[src/dbsa_pkg.sv]
// shared types and constants for the draw batch slot allocator
package dbsa_pkg;

	// field widths
	localparam int ID_W    = 32;
	localparam int VLIM_W  = 17;
	localparam int ILIM_W  = 18;
	localparam int TLIM_W  = 6;
	localparam int CFG_W   = 18;
	localparam int UNIT_W  = 6;

	// request actions
	localparam logic [1:0] ACT_TRI   = 2'd0;
	localparam logic [1:0] ACT_QUAD  = 2'd1;
	localparam logic [1:0] ACT_FLUSH = 2'd2;
	localparam logic [1:0] ACT_RSVD  = 2'd3;

	// result kinds
	localparam logic [1:0] KIND_INDEX  = 2'd0;
	localparam logic [1:0] KIND_REJECT = 2'd1;
	localparam logic [1:0] KIND_BIND   = 2'd2;
	localparam logic [1:0] KIND_DRAW   = 2'd3;

	// configuration register indexes
	localparam logic [1:0] REG_VERTEX_LIMIT = 2'd0;
	localparam logic [1:0] REG_INDEX_LIMIT  = 2'd1;
	localparam logic [1:0] REG_TEX_LIMIT    = 2'd2;

	// texture unit code for untextured primitives (-1)
	localparam logic [UNIT_W-1:0] UNIT_NONE = '1;

	// per-cell control from the sequencer
	typedef struct packed {
		logic compare;
		logic shift;
		logic write;
	} cell_ctrl_t;

	// vertex offset of each index entry of a quad
	function automatic logic [1:0] quad_offset(input logic [2:0] pos);
		logic [1:0] off;
		case (pos)
			3'd0: off = 2'd0;
			3'd1: off = 2'd1;
			3'd2: off = 2'd2;
			3'd3: off = 2'd2;
			3'd4: off = 2'd3;
			default: off = 2'd0;
		endcase
		return off;
	endfunction

endpackage

[src/dbsa_slot_cell.sv]
// one texture slot cell: holds a bound id, matches it, shifts it toward slot 0
module dbsa_slot_cell
	import dbsa_pkg::*;
(
	input  logic            clk,
	input  cell_ctrl_t      ctrl,
	input  logic [ID_W-1:0] key,
	input  logic [ID_W-1:0] next_id,
	output logic [ID_W-1:0] slot_id,
	output logic            hit
);

	logic [ID_W-1:0] id_q;
	logic            hit_q;

	// slot contents: append writes, flush shifts down the row
	always_ff @(posedge clk) begin
		if (ctrl.write) begin
			id_q <= key;
		end else if (ctrl.shift) begin
			id_q <= next_id;
		end
	end

	// match against the incoming texture id
	always_ff @(posedge clk) begin
		if (ctrl.compare) begin
			hit_q <= (id_q == key);
		end
	end

	assign slot_id = id_q;
	assign hit     = hit_q;

endmodule

[src/draw_batch_slot_allocator.sv]
// draw batch slot allocator top level: sequencer, counters and the row of slot cells
//
// A request is taken only while the sequencer is idle; a triangle or quad is decided
// in the next cycle. Results then leave through the single output register one per
// cycle unless the consumer stalls: three index results for a triangle, six for a
// quad, one for a rejection, and for a flush a bind per bound slot then a draw.
// The texture lookup is a parallel compare across the slot cells, registered at
// accept; a flush streams the bound ids out of slot 0 while the row shifts down
// one cell per cycle unless stalled. Action 3 is dropped without results.
module draw_batch_slot_allocator
	import dbsa_pkg::*;
#(
	parameter int VERTEX_CAPACITY = 65536,
	parameter int INDEX_CAPACITY  = 131072,
	parameter int TEX_SLOTS       = 32
) (
	input  logic                     clk,
	input  logic                     arst_n,
	// configuration
	input  logic                     cfg_wr_en,
	input  logic [1:0]               cfg_index,
	input  logic [CFG_W-1:0]         cfg_data,
	// request channel
	input  logic                     in_valid,
	output logic                     in_stall,
	input  logic [1:0]               action,
	input  logic                     has_texture,
	input  logic [31:0]              texture_id,
	// result channel
	output logic                     out_valid,
	input  logic                     out_stall,
	output logic [1:0]               kind,
	output logic signed [5:0]        tex_unit,
	output logic [31:0]              bound_id,
	output logic [15:0]              vertex_base,
	output logic [16:0]              index_position,
	output logic [15:0]              index_value,
	output logic [17:0]              draw_index_count,
	output logic [16:0]              draw_vertex_count,
	output logic                     last
);

	localparam int SCW = $clog2(TEX_SLOTS + 1);

	localparam logic [2:0] ST_IDLE   = 3'd0;
	localparam logic [2:0] ST_DECIDE = 3'd1;
	localparam logic [2:0] ST_REJECT = 3'd2;
	localparam logic [2:0] ST_INDEX  = 3'd3;
	localparam logic [2:0] ST_BIND   = 3'd4;
	localparam logic [2:0] ST_DRAW   = 3'd5;

	logic [2:0]        state_q;
	logic [VLIM_W-1:0] vlimit_q;
	logic [ILIM_W-1:0] ilimit_q;
	logic [TLIM_W-1:0] tlimit_q;
	logic [VLIM_W-1:0] vcnt_q;
	logic [ILIM_W-1:0] icnt_q;
	logic [SCW-1:0]    slot_cnt_q;
	logic [SCW-1:0]    ctr_q;
	logic [2:0]        pos_q;
	logic              quad_q;
	logic              tex_q;
	logic [ID_W-1:0]   key_q;
	logic [UNIT_W-1:0] unit_q;
	logic [VLIM_W-1:0] base_q;
	logic [ILIM_W-1:0] ibase_q;

	logic              out_valid_q;
	logic [1:0]        kind_q;
	logic [UNIT_W-1:0] unit_out_q;
	logic [ID_W-1:0]   bound_q;
	logic [15:0]       vbase_q;
	logic [16:0]       ipos_q;
	logic [15:0]       ival_q;
	logic [17:0]       dic_q;
	logic [16:0]       dvc_q;
	logic              last_q;

	logic              in_acc;
	logic              load;
	logic [ID_W-1:0]   cell_key;
	cell_ctrl_t        ctrl   [TEX_SLOTS];
	logic [ID_W-1:0]   ids    [TEX_SLOTS];
	logic [TEX_SLOTS-1:0] hits;

	assign in_stall = (state_q != ST_IDLE);
	assign in_acc   = in_valid && !in_stall;
	assign load     = !out_valid_q || !out_stall;

	// configuration registers
	always_ff @(posedge clk or negedge arst_n) begin
		if (!arst_n) begin
			vlimit_q <= VLIM_W'(65536);
			ilimit_q <= ILIM_W'(131072);
			tlimit_q <= TLIM_W'(16);
		end else if (cfg_wr_en) begin
			unique case (cfg_index)
				REG_VERTEX_LIMIT: vlimit_q <= cfg_data[VLIM_W-1:0];
				REG_INDEX_LIMIT:  ilimit_q <= cfg_data[ILIM_W-1:0];
				REG_TEX_LIMIT:    tlimit_q <= cfg_data[TLIM_W-1:0];
				default: ;
			endcase
		end
	end

	// capacity checks and effective limits
	logic [VLIM_W:0]   vsum;
	logic [ILIM_W:0]   isum;
	logic [31:0]       vlim;
	logic [31:0]       ilim;
	logic [TLIM_W-1:0] tlim;
	logic              over;

	always_comb begin
		vsum = {1'b0, vcnt_q} + (quad_q ? (VLIM_W+1)'(4) : (VLIM_W+1)'(3));
		isum = {1'b0, icnt_q} + (quad_q ? (ILIM_W+1)'(6) : (ILIM_W+1)'(3));
		vlim = (32'(vlimit_q) > 32'(VERTEX_CAPACITY)) ? 32'(VERTEX_CAPACITY)
		                                              : 32'(vlimit_q);
		ilim = (32'(ilimit_q) > 32'(INDEX_CAPACITY)) ? 32'(INDEX_CAPACITY)
		                                             : 32'(ilimit_q);
		tlim = (tlimit_q > TLIM_W'(TEX_SLOTS)) ? TLIM_W'(TEX_SLOTS) : tlimit_q;
		over = (32'(vsum) > vlim) || (32'(isum) > ilim);
	end

	// first bound slot that matches, else the next free slot
	logic [SCW-1:0] slot_sel;
	logic           tex_fail;
	logic           reject;

	always_comb begin
		slot_sel = slot_cnt_q;
		for (int i = TEX_SLOTS - 1; i >= 0; i--) begin
			if (hits[i] && (SCW'(i) < slot_cnt_q)) begin
				slot_sel = SCW'(i);
			end
		end
		tex_fail = tex_q && (7'(slot_sel) >= 7'(tlim));
		reject   = over || tex_fail;
	end

	// row of slot cells
	assign cell_key = (state_q == ST_IDLE) ? texture_id : key_q;

	for (genvar g = 0; g < TEX_SLOTS; g++) begin : g_cell
		logic [ID_W-1:0] nxt;

		assign nxt = (g == TEX_SLOTS - 1) ? '0 : ids[(g + 1) % TEX_SLOTS];

		always_comb begin
			ctrl[g].compare = in_acc;
			ctrl[g].shift   = (state_q == ST_BIND) && load;
			ctrl[g].write   = (state_q == ST_DECIDE) && !reject && tex_q
			                  && (slot_sel == slot_cnt_q) && (slot_sel == SCW'(g));
		end

		dbsa_slot_cell u_cell (
			.clk     (clk),
			.ctrl    (ctrl[g]),
			.key     (cell_key),
			.next_id (nxt),
			.slot_id (ids[g]),
			.hit     (hits[g])
		);
	end

	// sequencer and batch counters
	always_ff @(posedge clk or negedge arst_n) begin
		if (!arst_n) begin
			state_q    <= ST_IDLE;
			vcnt_q     <= '0;
			icnt_q     <= '0;
			slot_cnt_q <= '0;
			ctr_q      <= '0;
			pos_q      <= '0;
		end else begin
			unique case (state_q)
				ST_IDLE: begin
					if (in_acc) begin
						ctr_q <= '0;
						pos_q <= '0;
						unique case (action)
							ACT_TRI, ACT_QUAD: state_q <= ST_DECIDE;
							ACT_FLUSH: state_q <= (slot_cnt_q != '0) ? ST_BIND : ST_DRAW;
							default: state_q <= ST_IDLE;
						endcase
					end
				end
				ST_DECIDE: begin
					if (reject) begin
						state_q <= ST_REJECT;
					end else begin
						if (tex_q && (slot_sel == slot_cnt_q)) begin
							slot_cnt_q <= slot_cnt_q + SCW'(1);
						end
						vcnt_q  <= vsum[VLIM_W-1:0];
						icnt_q  <= isum[ILIM_W-1:0];
						state_q <= ST_INDEX;
					end
				end
				ST_REJECT: begin
					if (load) begin
						state_q <= ST_IDLE;
					end
				end
				ST_INDEX: begin
					if (load) begin
						pos_q <= pos_q + 3'd1;
						if (pos_q == (quad_q ? 3'd5 : 3'd2)) begin
							state_q <= ST_IDLE;
						end
					end
				end
				ST_BIND: begin
					if (load) begin
						ctr_q <= ctr_q + SCW'(1);
						if (ctr_q == slot_cnt_q - SCW'(1)) begin
							state_q <= ST_DRAW;
						end
					end
				end
				ST_DRAW: begin
					if (load) begin
						vcnt_q     <= '0;
						icnt_q     <= '0;
						slot_cnt_q <= '0;
						state_q    <= ST_IDLE;
					end
				end
				default: state_q <= ST_IDLE;
			endcase
		end
	end

	// request and decision holding registers
	always_ff @(posedge clk) begin
		if (in_acc) begin
			quad_q <= (action == ACT_QUAD);
			tex_q  <= has_texture;
			key_q  <= texture_id;
		end
		if (state_q == ST_DECIDE) begin
			unit_q  <= tex_q ? UNIT_W'(slot_sel) : UNIT_NONE;
			base_q  <= vcnt_q;
			ibase_q <= icnt_q;
		end
	end

	// output register valid
	always_ff @(posedge clk or negedge arst_n) begin
		if (!arst_n) begin
			out_valid_q <= 1'b0;
		end else if (load) begin
			out_valid_q <= (state_q == ST_REJECT) || (state_q == ST_INDEX)
			               || (state_q == ST_BIND) || (state_q == ST_DRAW);
		end
	end

	// output register payload
	logic [ILIM_W-1:0] ipos_sum;
	logic [1:0]        voff;

	assign ipos_sum = ibase_q + ILIM_W'(pos_q);
	assign voff     = quad_q ? quad_offset(pos_q) : pos_q[1:0];

	always_ff @(posedge clk) begin
		if (load) begin
			kind_q     <= KIND_REJECT;
			unit_out_q <= '0;
			bound_q    <= '0;
			vbase_q    <= '0;
			ipos_q     <= '0;
			ival_q     <= '0;
			dic_q      <= '0;
			dvc_q      <= '0;
			last_q     <= 1'b1;
			case (state_q)
				ST_INDEX: begin
					kind_q     <= KIND_INDEX;
					unit_out_q <= unit_q;
					bound_q    <= tex_q ? key_q : '0;
					vbase_q    <= base_q[15:0];
					ipos_q     <= ipos_sum[16:0];
					ival_q     <= base_q[15:0] + 16'(voff);
					last_q     <= (pos_q == (quad_q ? 3'd5 : 3'd2));
				end
				ST_BIND: begin
					kind_q     <= KIND_BIND;
					unit_out_q <= UNIT_W'(ctr_q);
					bound_q    <= ids[0];
					last_q     <= 1'b0;
				end
				ST_DRAW: begin
					kind_q <= KIND_DRAW;
					dic_q  <= icnt_q;
					dvc_q  <= vcnt_q;
				end
				default: ;
			endcase
		end
	end

	assign out_valid         = out_valid_q;
	assign kind              = kind_q;
	assign tex_unit          = unit_out_q;
	assign bound_id          = bound_q;
	assign vertex_base       = vbase_q;
	assign index_position    = ipos_q;
	assign index_value       = ival_q;
	assign draw_index_count  = dic_q;
	assign draw_vertex_count = dvc_q;
	assign last              = last_q;

	// bound slots never exceed the cell row
	a_slot_cnt_range: assert property (@(posedge clk) disable iff (!arst_n)
		32'(slot_cnt_q) <= 32'(TEX_SLOTS))
		else $error("slot count beyond cell row");

	// a real request always starts a run
	a_accept_starts: assert property (@(posedge clk) disable iff (!arst_n)
		(in_acc && action != ACT_RSVD) |=> (state_q != ST_IDLE))
		else $error("accepted request produced no run");

	// bind streaming only with slots bound
	a_bind_has_slots: assert property (@(posedge clk) disable iff (!arst_n)
		(state_q == ST_BIND) |-> (slot_cnt_q != '0))
		else $error("bind phase with empty slot table");

	// reject and draw results always close their run
	a_closing_last: assert property (@(posedge clk) disable iff (!arst_n)
		(out_valid_q && (kind_q == KIND_REJECT || kind_q == KIND_DRAW)) |-> last_q)
		else $error("reject or draw result without last");

endmodule
[config.mk]
export PLATFORM = sky130hd
export DESIGN_NAME = draw_batch_slot_allocator
export DESIGN_NICKNAME = d
export VERILOG_FILES = /design/src/dbsa_pkg.sv /design/src/dbsa_slot_cell.sv /design/src/draw_batch_slot_allocator.sv
export SDC_FILE = /design/constraint.sdc
export NUM_CORES = 2
export LEC_CHECK = 0
export BUFFER_PORTS_ARGS = -buffer_cell sky130_fd_sc_hd__buf_4
export CAP_MARGIN = 25
export CORE_ASPECT_RATIO = 1.75
export CORE_MARGIN = 5
export CORE_UTILIZATION = 60
export CTS_CLUSTER_DIAMETER = 120
export DETAILED_ROUTE_END_ITERATION = 8
export GPL_TIMING_DRIVEN = 0
export PLACE_DENSITY = 0.77
export SLEW_MARGIN = 40
export SYNTH_ARGS = -nofsm -noshare
export SYNTH_HDL_FRONTEND = slang
export SYNTH_SLANG_ARGS = --single-unit
[constraint.sdc]
create_clock -name clk -period 8.3 [get_ports clk]
set_input_delay 0.415 -clock clk [delete_from_list [all_inputs] [get_ports clk]]
set_output_delay 0.415 -clock clk [all_outputs]
set_load 0.01 [all_outputs]
==> implementation parameters <==
Parameter                              Value

Hold path
  Kind of path behind the tightest hold check    in -> async

Setup path
  CP Capture Type    flop
  Crit path cell chain    clkbuf_1 -> clkbuf_2 -> inv_1 -> ha_2 -> nor2b_2 -> o211ai_1 -> a21oi_1 -> a311oi_1 -> a2111oi_4 -> nor2_1 -> ha_1 -> or3b_2 -> o211ai_1 -> a21oi_1 -> a311o_1 -> nor2_1 -> nand3_1 -> or3_1 -> clkbuf_1 -> or4_1 -> clkbuf_1 -> buf_2 -> nand2_8
  Cell type of the slowest stage on the worst timing path    or4_1
  Endpoint arrival time on the critical path    8.63 ns
  Critical Setup Path Class    reg -> reg
  Critical Path Fanout Max    32
  Stage delay of the slowest cell on the critical path    0.64 ns
  Cell repeated most along the worst path    clkbuf_1
  Startpoint class of the critical path    flop
  Worst EP required    8.77 ns

Power and ir drop
  Worst VDD drop    244 uV
  Power Density    379 nW/um2
  Leakage dissipation    28.3 nW
  Post-layout total power    0.0316 W

STA
  Sum of negative setup slack    0 ns
  Minimum clock period    8.16 ns
  Setup repair after global routing missed its margin    false
  Final clock period utilization by the worst path    98.3%
  Hold violation total from the final report    0
  Worst setup skew after layout    0.0359 ns
  Worst slew margin relative to its limit    29.6%
  Worst Max-Slew Pin Slew    1.05 ns
  Number of max-slew violations in the final report    0
  Setup Viol. Count Final    0
  Achievable clock frequency    123 MHz

Yosys
  Number of nets in the synthesized netlist    5393
  Cells after Synth    5266
  Share of async-settable or async-resettable flops after synthesis    7.04%
  Average footprint of a synthesized cell    13.7 um2
  Cell area after synthesis    72100 um2
  EDFF count, synth    1254
  Number of synthesis warnings    0
  Number of flip-flops and latches in the synthesized netlist    1349
  Predominant post-synthesis flop cell    edfxtp_1
  Yosys cell types    95
  Register area share after synthesis    55.5%

CTS
  Clock-pin transition on the worst setup and hold timing paths    0.07 ns
  Number of buffers added by the clock tree synthesis step    130
  Number of clock sinks    1349
  CTS tree    yes
  Clock latency on the worst-skew pair    0.82 ns
  Clock buffer depth    3
  CTS H-tree depth    4
  Root cell of the clock tree    clkbuf_16

Layout
  Number of nets in the layout    5863
  Final cell area excluding filler cells    83200 um2
  Layout Area Growth over Synthesis    15.4%
  Filler instances    8447
  Multi-input combinational cell area    30800 um2
  Register area    40000 um2
  Fraction of layout instances using a drive strength above 1    26.4%

Floorplanning
  Die Height    469 um
  Die width    272 um
  Die area    127000 um2
  Initial standard-cell utilization of the core    60.3%
  Row count    168
  I/O pin cnt    187
  Floorplan core area    120000 um2

Routing
  Via count of the routed design    53.3k
  Iter 0 DRT Violations    7494
  First-pass detailed-route iteration total    6
  Average wire length per cell after detail routing    45.0 um
  Detailed-route wire length    335000 um
  Detailed-route vias per instance    7.17
  Remaining design rule violation count    0
  DRT antenna net count    0

Global routing
  Vias in the first global route    51.2k
  Total overflow reported by the global router    0
  Wire length of the first global-routing pass    442000 um
  Pin count of the biggest net entering global routing    96
  Initial antenna violation count    52
  GRT Total Usage    52.0%

Place
  Standard cell area after detailed placement    78300 um2
  Port bufs    186
  Routability congestion estimate    1.14
  DPL Wire Length    251000 um

Job
  Reported max-cap violation count    0

Run status
  Status    finished, final reports clean
area by class of cell:
class,count,area share (%)
Clock buffer,156,4.07
Antenna cell,63,0.190
Buffer,373,2.51
Multi-Input combinational cell,3503,37.1
Clock inverter,82,0.779
Timing Repair Buffer,338,4.75
Tap cell,1530,2.30
Inverter,41,0.194
Sequential cell,1349,48.1
final timing paths:
kind / from / slack (ns) / to / depth (start not counted)
setup reg to reg: slot_cnt_q[1] / 0.14 / g_cell[31].u_cell.slot_id[13] / 23
max in group asynchronous: arst_n / 7.54 / slot_cnt_q[3] / 3
hold / removal: arst_n / 0.07 / vlimit_q[9] / 2
hold reg to reg: icnt_q[6] / 0.48 / ibase_q[6] / 0
min in group clk: in_valid / 0.17 / pos_q[2] / 4
setup / recovery: slot_cnt_q[1] / 0.14 / g_cell[31].u_cell.slot_id[13] / 23
kinds of logic after synthesis:
| family | synth area share (%) |
|---|---|
| AO/OA/AOI/OAI | 2.83 |
| flip-flops | 55.5 |
| multiplexers | 17.1 |
| buffers and inverters | 2.64 |
| AND/OR/NAND/NOR | 7.42 |
| XOR/XNOR | 13.2 |
| adder cells (fa/ha/maj) | 1.19 |
sequential cells by signal (all words and copies together), names as in the netlist, 17 cells and up:
register / count
g_cell.u_cell.slot_id: 1024
bound_id: 32
g_cell.u_cell.hit: 32
key_q: 32
draw_index_count: 18
icnt_q: 18
ilimit_q: 18
draw_vertex_count: 17
ibase_q: 17
index_position: 17
vcnt_q: 17
vlimit_q: 17
per-layer routing:
metal	vias up	GRT usage (%)	wire, um
met1	25894	50.7	92700
li1	20557	-	-
met4	14	60.9	54900
met2	4802	79.4	147000
met5	-	0.0752	111
met3	2008	18.4	40300
worst max-delay path: cells and delay by family, from the launching register on:
family                     cells  cell delay (ns)
adders and majority gates      2             0.61
buffers and inverters          6             1.96
AOI/OAI and AO/OA              7             1.84
and+or+nand+nor                8             2.95
DFF                            1             0.41
power by group:
part | leakage [nW] | switching (W) | internal, W | total [W]
Combinational | 13.4 | 0.0105 | 0.00465 | 0.0151
Clock | 1.97 | 0.00281 | 0.00315 | 0.00597
Sequential | 12.9 | 0.00116 | 0.00933 | 0.0105
Total | 28.3 | 0.0144 | 0.0171 | 0.0316
synthesized netlist by cell type (all sizes together), types with 10 or more instances:
master | count | area share [%]
nand2 | 160 | 0.84
mux2i | 35 | 0.49
and3 | 55 | 0.48
a22o | 41 | 0.50
o31ai | 10 | 0.10
xor2 | 36 | 0.44
edfxtp | 1254 | 52
dfrtp | 92 | 3.2
a21o | 12 | 0.12
nand3 | 51 | 0.40
o211ai | 13 | 0.14
a21oi | 49 | 0.34
nor4 | 275 | 2.4
nand2b | 24 | 0.21
ha | 64 | 1.1
nor2b | 15 | 0.13
xnor2 | 1053 | 13
nor2 | 165 | 0.94
clkbuf | 249 | 1.3
or3 | 10 | 0.087
mux2 | 1066 | 17
a31oi | 10 | 0.087
inv | 39 | 0.20
and2 | 32 | 0.28
o21ai | 96 | 0.67
nand4 | 83 | 0.72
buf | 124 | 1.1
nor3 | 31 | 0.35
repair_timing:
item | in CTS | in global routing
gates resized for setup | 11 | 7
endpoints found under the setup margin | 883 | 487
buffers inserted | 0 | 0
endpoints found under the hold margin | 168 | 0
pin swaps | 1 | 1
hold buffers | 55 | 0
cell usage in the layout, fill, tap and decap left out, types with 12 or more instances in the layout:
cell           Yosys  final
a21o_1            12     12
a21oi_1           49     49
a22o_1            41     41
and2_1            31     31
and3_1            55     55
buf_12             0     12
buf_16             0     47
buf_2             66     69
buf_4             38    229
buf_6             16     27
buf_8              0     20
clkbuf_1         249     92
clkbuf_16          0    131
clkbuf_2           0    134
clkbuf_4           0     46
clkinv_1           2     34
clkinv_2           0     22
dfrtp_1           92     92
diode_2            0     63
dlygate4sd3_1      0     55
edfxtp_1        1254   1254
ha_1              64     63
inv_1             38     37
inv_6              0     12
mux2_1           428    428
mux2_2           638    638
mux2i_4            0     27
nand2_1          159    148
nand2b_2           0     12
nand3_1           44     44
nand4_1           83     83
nor2_1           158    151
nor2b_1           15     14
nor3_1            20     16
nor4_1           272    270
o211ai_1          13     13
o21ai_0           90     84
xnor2_1         1053   1052
xor2_1            36     36
per-stage QoR:
step                worst slack [ns]  util [%]  cells  hold slack (ns)
finish                         0.142      69.6   7435           0.0743
global route                  0.0382      69.5   7390           0.0855
CTS                           0.0700      69.3   7370            0.127
detailed placement            -0.989      65.4   7077            0.459
global placement               -2.90      63.0   6982            0.444
floorplan                      0.629         -   5266            0.119
(Power assumes the default switching activity.)
